--- src/rtl/assert_macros.svh ---
// Assertion helpers used by the selector back end.
`ifndef ASSERT_MACROS_SVH
`define ASSERT_MACROS_SVH

// Same-cycle implication, disabled while reset is high.
`define TSEL_ASSERT(label, clk, rst, ante, cons) \
   label: assert property (@(posedge clk) disable iff (rst) (ante) |-> (cons)) \
      else $error("tsel assertion failed");

// Next-cycle implication, disabled while reset is high.
`define TSEL_ASSERT_NEXT(label, clk, rst, ante, cons) \
   label: assert property (@(posedge clk) disable iff (rst) (ante) |=> (cons)) \
      else $error("tsel assertion failed");

`endif

--- src/rtl/tsel_pkg.sv ---
package tsel_pkg;

   localparam int SCORE_W = 16;
   localparam int INDEX_W = 10;
   localparam int PROB_W  = 16;
   localparam int SUM_W   = 27;
   localparam int EXP_W   = 17;
   localparam int TOP_W   = 4;
   localparam logic [SUM_W-1:0]  SUM_LIMIT = {SUM_W{1'b1}};
   localparam logic [PROB_W-1:0] PROB_MAX  = {PROB_W{1'b1}};
   localparam logic [15:0]       EXP_RANGE = 16'd4096;

   typedef enum logic [2:0] {
      B_IDLE,
      B_SUM,
      B_DRAIN,
      B_EXP,
      B_DIV,
      B_OUT
   } back_state_type;

   typedef struct packed {
      logic signed [SCORE_W-1:0] max_score;
      logic                      overflow;
   } job_info_type;

   // e^-i at scale 65536; entries past eleven are zero.
   function automatic logic [EXP_W-1:0] e_int(input logic [4:0] i);
      logic [EXP_W-1:0] r;
      case (i)
         5'd0:    r = 17'd65536;
         5'd1:    r = 17'd24109;
         5'd2:    r = 17'd8869;
         5'd3:    r = 17'd3263;
         5'd4:    r = 17'd1200;
         5'd5:    r = 17'd442;
         5'd6:    r = 17'd162;
         5'd7:    r = 17'd60;
         5'd8:    r = 17'd22;
         5'd9:    r = 17'd8;
         5'd10:   r = 17'd3;
         5'd11:   r = 17'd1;
         default: r = 17'd0;
      endcase
      return r;
   endfunction

   // e^(-a/16) at scale 65536.
   function automatic logic [EXP_W-1:0] e_hi(input logic [3:0] a);
      logic [EXP_W-1:0] r;
      case (a)
         4'd0:    r = 17'd65536;
         4'd1:    r = 17'd61565;
         4'd2:    r = 17'd57835;
         4'd3:    r = 17'd54331;
         4'd4:    r = 17'd51039;
         4'd5:    r = 17'd47947;
         4'd6:    r = 17'd45042;
         4'd7:    r = 17'd42313;
         4'd8:    r = 17'd39750;
         4'd9:    r = 17'd37341;
         4'd10:   r = 17'd35079;
         4'd11:   r = 17'd32954;
         4'd12:   r = 17'd30957;
         4'd13:   r = 17'd29081;
         4'd14:   r = 17'd27319;
         default: r = 17'd25664;
      endcase
      return r;
   endfunction

   // e^(-b/256) at scale 65536.
   function automatic logic [EXP_W-1:0] e_lo(input logic [3:0] b);
      logic [EXP_W-1:0] r;
      case (b)
         4'd0:    r = 17'd65536;
         4'd1:    r = 17'd65280;
         4'd2:    r = 17'd65026;
         4'd3:    r = 17'd64772;
         4'd4:    r = 17'd64520;
         4'd5:    r = 17'd64268;
         4'd6:    r = 17'd64018;
         4'd7:    r = 17'd63768;
         4'd8:    r = 17'd63520;
         4'd9:    r = 17'd63272;
         4'd10:   r = 17'd63025;
         4'd11:   r = 17'd62780;
         4'd12:   r = 17'd62535;
         4'd13:   r = 17'd62291;
         4'd14:   r = 17'd62049;
         default: r = 17'd61806;
      endcase
      return r;
   endfunction

endpackage

--- src/rtl/tsel_exp.sv ---
module tsel_exp (
   input  logic                         clock,
   input  logic                         reset,
   input  logic                         in_valid,
   input  logic [15:0]                  in_diff,
   output logic                         out_valid,
   output logic [tsel_pkg::EXP_W-1:0]   out_value
);
   import tsel_pkg::*;

   logic [2:0]          v_ff;
   logic [32:0]         m1_ff;
   logic [32:0]         m2_ff;
   logic [3:0]          lo1_ff;
   logic [1:0]          zero_ff;
   logic [EXP_W-1:0]    val_ff;
   logic [32:0]         m1_in;
   logic [32:0]         r1_full;
   logic [32:0]         r2_full;

   assign m1_in   = 33'(e_int(in_diff[12:8])) * 33'(e_hi(in_diff[7:4]));
   assign r1_full = (m1_ff + 33'd32768) >> 16;
   assign r2_full = (m2_ff + 33'd32768) >> 16;

   always_ff @(posedge clock) begin
      if (reset) begin
         v_ff <= '0;
      end else begin
         v_ff <= {v_ff[1:0], in_valid};
      end
   end

   always_ff @(posedge clock) begin
      m1_ff      <= m1_in;
      lo1_ff     <= in_diff[3:0];
      zero_ff[0] <= (in_diff > EXP_RANGE);
      m2_ff      <= 33'(r1_full[EXP_W-1:0]) * 33'(e_lo(lo1_ff));
      zero_ff[1] <= zero_ff[0];
      val_ff     <= zero_ff[1] ? '0 : r2_full[EXP_W-1:0];
   end

   assign out_valid = v_ff[2];
   assign out_value = val_ff;

endmodule

--- src/rtl/tsel_back.sv ---
module tsel_back #(
   parameter int MAX_SCORES = 1024,
   parameter int MAX_TOP    = 8,
   parameter int AW         = $clog2(MAX_SCORES),
   parameter int CW         = $clog2(MAX_SCORES + 1),
   parameter int KW         = $clog2(MAX_TOP + 1)
) (
   input  logic                                 clock,
   input  logic                                 reset,
   input  logic                                 job_valid,
   output logic                                 job_take,
   input  tsel_pkg::job_info_type               job_info,
   input  logic [CW-1:0]                        job_count,
   input  logic [KW-1:0]                        job_k,
   input  logic signed [tsel_pkg::SCORE_W-1:0]  job_scores [MAX_TOP],
   input  logic [AW-1:0]                        job_indices [MAX_TOP],
   output logic                                 store_busy,
   output logic [AW-1:0]                        rd_addr,
   input  logic signed [tsel_pkg::SCORE_W-1:0]  rd_data,
   output logic                                 rsp_valid,
   input  logic                                 rsp_stall,
   output logic [tsel_pkg::INDEX_W-1:0]         rsp_class_index,
   output logic signed [tsel_pkg::SCORE_W-1:0]  rsp_class_score,
   output logic [tsel_pkg::PROB_W-1:0]          rsp_probability,
   output logic                                 rsp_overflow,
   output logic                                 rsp_last_result
);
   import tsel_pkg::*;
   `include "assert_macros.svh"

   localparam int TW  = (MAX_TOP > 1) ? $clog2(MAX_TOP) : 1;
   localparam int NW  = 33;
   localparam int RW  = SUM_W + 1;

   back_state_type state_ff, state_in;

   logic [CW-1:0]             n_ff;
   logic [KW-1:0]             k_ff;
   logic signed [SCORE_W-1:0] max_ff;
   logic                      ovf_ff;
   logic signed [SCORE_W-1:0] bs_ff [MAX_TOP];
   logic [AW-1:0]             bi_ff [MAX_TOP];
   logic [CW-1:0]             addr_ff;
   logic                      rdv_ff;
   logic [SUM_W-1:0]          sum_ff;
   logic [1:0]                cnt_ff;
   logic [TW-1:0]             item_ff;
   logic [NW-1:0]             num_ff;
   logic [RW-1:0]             rem_ff;
   logic [NW-1:0]             quo_ff;
   logic [5:0]                dcnt_ff;

   logic                      rsp_valid_ff;
   logic [INDEX_W-1:0]        rsp_index_ff;
   logic signed [SCORE_W-1:0] rsp_score_ff;
   logic [PROB_W-1:0]         rsp_prob_ff;
   logic                      rsp_ovf_ff;
   logic                      rsp_last_ff;

   logic                      rd_issue;
   logic                      exp_issue;
   logic                      rsp_load;
   logic                      last_item;
   logic                      exp_in_valid;
   logic [15:0]               exp_diff;
   logic                      exp_out_valid;
   logic [EXP_W-1:0]          exp_value;
   logic signed [SCORE_W:0]   diff_store;
   logic signed [SCORE_W:0]   diff_best;
   logic [SUM_W:0]            sum_wide;
   logic [RW-1:0]             rem_sh;
   logic [PROB_W-1:0]         prob;

   assign last_item  = ((KW+1)'(item_ff) + (KW+1)'(1)) == (KW+1)'(k_ff);
   assign diff_store = max_ff - rd_data;
   assign diff_best  = max_ff - bs_ff[item_ff];

   // Next state.
   always_comb begin
      state_in = state_ff;
      unique case (state_ff)
         B_IDLE:  if (job_valid) state_in = B_SUM;
         B_SUM:   if (addr_ff == n_ff - CW'(1)) state_in = B_DRAIN;
         B_DRAIN: if (cnt_ff == 2'd0) state_in = (k_ff == '0) ? B_IDLE : B_EXP;
         B_EXP:   if (cnt_ff == 2'd0) state_in = B_DIV;
         B_DIV:   if (dcnt_ff == 6'd1) state_in = B_OUT;
         B_OUT:   if (!rsp_valid_ff || !rsp_stall) state_in = last_item ? B_IDLE : B_EXP;
         default: state_in = B_IDLE;
      endcase
   end

   // Control outputs.
   always_comb begin
      job_take   = 1'b0;
      rd_issue   = 1'b0;
      exp_issue  = 1'b0;
      rsp_load   = 1'b0;
      store_busy = 1'b0;
      unique case (state_ff)
         B_IDLE:  job_take = job_valid;
         B_SUM: begin
            rd_issue   = 1'b1;
            store_busy = 1'b1;
         end
         B_DRAIN: store_busy = 1'b1;
         B_EXP:   exp_issue = (cnt_ff == 2'd3);
         B_DIV:   ;
         B_OUT:   rsp_load = !rsp_valid_ff || !rsp_stall;
         default: ;
      endcase
   end

   assign rd_addr      = addr_ff[AW-1:0];
   assign exp_in_valid = rdv_ff || exp_issue;
   assign exp_diff     = exp_issue ? diff_best[15:0] : diff_store[15:0];
   assign sum_wide     = {1'b0, sum_ff} + (SUM_W+1)'(exp_value);
   assign rem_sh       = {rem_ff[RW-2:0], num_ff[NW-1]};
   assign prob         = (sum_ff == '0) ? '0 :
                         (quo_ff > NW'(PROB_MAX)) ? PROB_MAX : quo_ff[PROB_W-1:0];

   tsel_exp u_exp (
      .clock     (clock),
      .reset     (reset),
      .in_valid  (exp_in_valid),
      .in_diff   (exp_diff),
      .out_valid (exp_out_valid),
      .out_value (exp_value)
   );

   always_ff @(posedge clock) begin
      if (reset) begin
         state_ff     <= B_IDLE;
         rdv_ff       <= 1'b0;
         rsp_valid_ff <= 1'b0;
      end else begin
         state_ff <= state_in;
         rdv_ff   <= rd_issue;
         if (rsp_load) begin
            rsp_valid_ff <= 1'b1;
         end else if (!rsp_stall) begin
            rsp_valid_ff <= 1'b0;
         end
      end
   end

   always_ff @(posedge clock) begin
      if (job_take) begin
         n_ff    <= job_count;
         k_ff    <= job_k;
         max_ff  <= job_info.max_score;
         ovf_ff  <= job_info.overflow;
         bs_ff   <= job_scores;
         bi_ff   <= job_indices;
         addr_ff <= '0;
         sum_ff  <= '0;
      end
      if (rd_issue) begin
         addr_ff <= addr_ff + CW'(1);
      end
      if (exp_out_valid && (state_ff == B_SUM || state_ff == B_DRAIN)) begin
         sum_ff <= (sum_wide > (SUM_W+1)'(SUM_LIMIT)) ? SUM_LIMIT : sum_wide[SUM_W-1:0];
      end
      // The pipeline drains the memory read register and three exponent stages.
      if (state_ff == B_SUM && state_in == B_DRAIN) begin
         cnt_ff <= 2'd3;
      end else if (state_ff == B_DRAIN && state_in == B_EXP) begin
         cnt_ff  <= 2'd3;
         item_ff <= '0;
      end else if (state_ff == B_OUT && state_in == B_EXP) begin
         cnt_ff  <= 2'd3;
         item_ff <= item_ff + TW'(1);
      end else if (state_ff == B_DRAIN || state_ff == B_EXP) begin
         cnt_ff <= cnt_ff - 2'd1;
      end
      if (state_ff == B_EXP && cnt_ff == 2'd0) begin
         num_ff  <= {exp_value, 16'b0} + NW'(sum_ff >> 1);
         rem_ff  <= '0;
         quo_ff  <= '0;
         dcnt_ff <= 6'(NW);
      end else if (state_ff == B_DIV) begin
         num_ff  <= {num_ff[NW-2:0], 1'b0};
         dcnt_ff <= dcnt_ff - 6'd1;
         if (rem_sh >= {1'b0, sum_ff}) begin
            rem_ff <= rem_sh - {1'b0, sum_ff};
            quo_ff <= {quo_ff[NW-2:0], 1'b1};
         end else begin
            rem_ff <= rem_sh;
            quo_ff <= {quo_ff[NW-2:0], 1'b0};
         end
      end
      if (rsp_load) begin
         rsp_index_ff <= INDEX_W'(bi_ff[item_ff]);
         rsp_score_ff <= bs_ff[item_ff];
         rsp_prob_ff  <= prob;
         rsp_ovf_ff   <= ovf_ff;
         rsp_last_ff  <= last_item;
      end
   end

   assign rsp_valid       = rsp_valid_ff;
   assign rsp_class_index = rsp_index_ff;
   assign rsp_class_score = rsp_score_ff;
   assign rsp_probability = rsp_prob_ff;
   assign rsp_overflow    = rsp_ovf_ff;
   assign rsp_last_result = rsp_last_ff;

   // The maximum score always adds a full unit, so the divisor is never zero.
   `TSEL_ASSERT(a_sum_nonzero, clock, reset, state_ff == B_DIV, sum_ff != '0)
   `TSEL_ASSERT(a_no_job_in_sum, clock, reset, state_ff == B_SUM, !job_valid)
   `TSEL_ASSERT_NEXT(a_exp_in_phase, clock, reset, state_ff == B_EXP && cnt_ff == 2'd1,
                     exp_out_valid)

endmodule

--- config.mk ---
export PLATFORM = sky130hd
export DESIGN_NAME = tsel_back
export DESIGN_NICKNAME = d
export VERILOG_FILES = /design/src/rtl/tsel_pkg.sv /design/src/rtl/tsel_exp.sv /design/src/rtl/tsel_back.sv
export VERILOG_INCLUDE_DIRS = /design/src /design/src/rtl
export SDC_FILE = /design/constraint.sdc
export NUM_CORES = 2
export LEC_CHECK = 0
export BUFFER_PORTS_ARGS = -buffer_cell sky130_fd_sc_hd__buf_2
export CAP_MARGIN = 20
export CORE_ASPECT_RATIO = 0.6
export CORE_MARGIN = 3
export CORE_UTILIZATION = 45
export DETAILED_ROUTE_END_ITERATION = 12
export PLACE_DENSITY = 0.62
export RECOVER_POWER = 25
export SETUP_SLACK_MARGIN = 0.15
export SLEW_MARGIN = 10
export SYNTH_ARGS = -nofsm -noshare
export SYNTH_HDL_FRONTEND = slang
export SYNTH_SLANG_ARGS = --single-unit
--- constraint.sdc ---
create_clock -name clock -period 24.5 [get_ports clock]
set_clock_uncertainty 0.15 [all_clocks]
set_input_delay 4.9 -clock clock [delete_from_list [all_inputs] [get_ports clock]]
set_output_delay 4.9 -clock clock [all_outputs]
set_load 0.1 [all_outputs]
==> impl_metrics.env <==
export IMPL_synthesis_instances=3660
export IMPL_dieArea_mm2=0.09082
export IMPL_grt_max_degree=158
export IMPL_dp_hpwl_um=80970
export IMPL_cts_hold_buf=0
export IMPL_criticalPathCategory="register to register"
export IMPL_worstSetupEndpoint="u_exp.m1_ff[25]$_DFF_P_"
export IMPL_drive_gt1_share_pct=12.92
export IMPL_syn_area_per_cell_um2=10.71
export IMPL_start_util_pct=45.65
export IMPL_critical_path_required_ps=24870
export IMPL_layout_common_cells="inv_1, fa_1, nand2_1, edfxtp_1, ha_1"
export IMPL_yosysSeqAreaShare_pct=34.77
export IMPL_placed_area_mm2=0.04202
export IMPL_nNetsFinal=4920
export IMPL_power_switching_mw=2.600
export IMPL_rsz0062_at_grt="no"
export IMPL_seqCellArea_mm2=0.01363
export IMPL_synth_cell_types=72
export IMPL_finalSetupViolCount=0
export IMPL_combPwrFrac_pct=67.4
export IMPL_grt_pass1_wl_um=159500
export IMPL_r2r_start="item_ff[0]$_SDFFCE_PP0P_"
export IMPL_final_core_util_pct=50.69
export IMPL_clk_pin_slew_worst_paths_ps=70
export IMPL_async_reset_ff_share_pct=0
export IMPL_antenna_found_initial=15
export IMPL_via_per_inst=5.284
export IMPL_fin_ws_ps=10020
export IMPL_cts_tree="built"
export IMPL_core_rowCount=83
export IMPL_rr_endpoint="u_exp.m1_ff[25]$_DFF_P_"
export IMPL_power_leakage_nw=19.48
export IMPL_p_int_mw=2.953
export IMPL_syn_nets=4654
export IMPL_cts_root_buf="clkbuf_16"
export IMPL_synth_seq_cells=502
export IMPL_r2r_cells=35
export IMPL_fillers=7789
export IMPL_insertion_delay_ps=590
export IMPL_critPathLaunch="item_ff[0]$_SDFFCE_PP0P_"
export IMPL_violations="capacitance limit, slew limit"
export IMPL_synth_edf_count=358
export IMPL_period_needed_ps=14480
export IMPL_syn_cell_area_mm2=0.03921
export IMPL_numPortBuffers=316
export IMPL_num_vias=27070
export IMPL_slowest_stage="clkbuf_1"
export IMPL_routed_wl_um=102600
export IMPL_cts_sinks=502
export IMPL_place_gp_congestion=0.9319
export IMPL_wl_per_cell_um=20.04
export IMPL_tightest_slew_ps=2643
export IMPL_grt_overflow_total=0
export IMPL_maxCapViolCount=9
export IMPL_ant_nets=0
export IMPL_p_sw_share_pct=46.83
export IMPL_fin_area_mm2=0.04353
export IMPL_dr_pass1_iters=6
export IMPL_r2r_slack_ps=10020
export IMPL_drtIter0Drc=2244
export IMPL_chipWidth_um=387.1
export IMPL_start_kind="register"
export IMPL_core_area_mm2=0.08588
export IMPL_power_density_mw_per_mm2=127.6
export IMPL_final_common_cell="inv_1"
export IMPL_area_delta_synth_final_pct=11.03
export IMPL_vdd_drop_max_mv=0.3094
export IMPL_multiInputGateArea_mm2=0.02303
export IMPL_synth_flop_cell="edfxtp_1"
export IMPL_cts_made_buffers=45
export IMPL_cts_resized=0
export IMPL_crit_arrival_ps=14850
export IMPL_relSlewSlack_pct=-76.20
export IMPL_grt_pass1_vias=26770
export IMPL_die_height_um=234.6
export IMPL_drc=0
export IMPL_track_usage_pct=22.53
export IMPL_ctsLongestPathBuffers=3
export IMPL_postCtsSetupRepairBufs=0
export IMPL_critical_path_max_stage_delay_ps=1860
export IMPL_critPathCaptureType="register"
export IMPL_outcome="finished with violations"
export IMPL_dp_slack_ps=10080
export IMPL_slew_viol_final=339
export IMPL_hold_path_class="register to register"
export IMPL_pwr_share_seq_pct=19.5
export IMPL_period_share_pct=59.12
export IMPL_timing_setup_tns_ps=0
export IMPL_hold_depth=0
export IMPL_h_tree_depth=2
export IMPL_path_max_fanout=29
export IMPL_pin_count=317
export IMPL_synth_warnings=0
export IMPL_hold_viol_final=0
export IMPL_fmax_mhz=69.04
export IMPL_cpMostUsedCell="fa_1"
export IMPL_clkPwrFrac_pct=13.2
-- sequential cells by signal, indices dropped and copies added, names as in the netlist, 17 cells and up, named ones only --
register         cells
bs_ff              128
bi_ff               80
num_ff              33
quo_ff              33
rem_ff              27
sum_ff              27
u_exp.m1_ff         18
u_exp.m2_ff         18
u_exp.out_value     17
-- routing by layer --
| metal | routed length, um | vias up | GRT usage, % |
|---|---|---|---|
| met5 | 12 | - | 0 |
| met4 | 1394 | 2 | 4.021 |
| met3 | 10450 | 98 | 6.737 |
| met2 | 40890 | 967 | 30.20 |
| met1 | 49890 | 13240 | 35.75 |
| li1 | - | 12760 | - |
-- cell families after synthesis --
family | after synthesis | share of synthesized area, %
AOI/OAI and AO/OA | 477 | 7.764
xor gates and xnor gates | 163 | 3.641
adders and majority gates | 734 | 31.01
buffers and inverters | 673 | 6.599
DFF | 502 | 34.77
muxes | 106 | 4.455
and+or+nand+nor | 1005 | 11.76
-- critical path: cells and delay by family, from the launching register on --
| family | cells | cell delay [ps] |
|---|---|---|
| flip-flops | 1 | 320 |
| AND/OR/NAND/NOR | 9 | 2830 |
| buffers and inverters | 5 | 3760 |
| adder cells (fa/ha/maj) | 9 | 3840 |
| AO/OA/AOI/OAI | 7 | 1400 |
| multiplexers | 3 | 1400 |
| XOR/XNOR | 2 | 670 |
-- cell type report --
type	count	area share [%]
clock inverters	22	0.5576
clock buffers	61	2.891
diodes	13	0.07473
flip-flops and latches	502	31.32
multi-input cells	2485	52.91
inverters	535	4.630
repair buffers	357	4.326
well taps	1147	3.297
-- synth_stat cells (all sizes together) (19+ instances only) --
master | instances | share of area, %
nor4 | 20 | 0.32
buf | 25 | 0.40
a21oi | 127 | 1.6
mux2 | 28 | 0.80
nand3 | 43 | 0.55
nand2 | 359 | 3.4
and2 | 119 | 1.9
inv | 535 | 5.1
ha | 338 | 11
nor3 | 47 | 0.60
nand2b | 27 | 0.43
and3 | 21 | 0.34
dfxtp | 144 | 7.4
o21ai | 129 | 1.6
a22o | 34 | 0.76
clkbuf | 113 | 1.1
fa | 396 | 20
xor2 | 69 | 1.5
nor2b | 24 | 0.38
nor2 | 284 | 2.7
xnor2 | 94 | 2.1
mux2i | 26 | 0.66
o21a | 43 | 0.82
edfxtp | 358 | 27
a21o | 19 | 0.36
mux4 | 52 | 3.0
-- per-stage QoR --
step                      cells  hold WS [ps]  total power, mW
after floorplan            3660         159.6            3.816
after global placement     5022         179.7            4.822
after detailed placement   5023         176.9            4.838
after CTS                  5106         191.9            5.617
after global routing       5122         205.2            6.224
final                      5122         191.7            5.553
-- power by group through the flow --
stage | Clock (mW) | Sequential [mW] | Combinational, mW
detailed placement | 0 | 1.10 | 3.74
CTS | 0.747 | 1.08 | 3.79
finish | 0.731 | 1.08 | 3.74
floorplan | 0 | 1.06 | 2.75
global placement | 0 | 1.10 | 3.72
global route | 0.778 | 1.09 | 4.36
-- worst min-delay path by stage --
| stage | from | to | slack (ps) |
|---|---|---|---|
| after floorplan | u_exp.zero_ff[0]$_DFF_P_ | u_exp.zero_ff[1]$_DFF_P_ | 160 |
| after global placement | u_exp.zero_ff[0]$_DFF_P_ | u_exp.zero_ff[1]$_DFF_P_ | 180 |
| after detailed placement | u_exp.zero_ff[0]$_DFF_P_ | u_exp.zero_ff[1]$_DFF_P_ | 180 |
| after CTS | u_exp.zero_ff[0]$_DFF_P_ | u_exp.zero_ff[1]$_DFF_P_ | 190 |
| after global routing | u_exp.zero_ff[0]$_DFF_P_ | u_exp.zero_ff[1]$_DFF_P_ | 210 |
| final | u_exp.zero_ff[0]$_DFF_P_ | u_exp.zero_ff[1]$_DFF_P_ | 190 |
(Power assumes the default switching activity.)
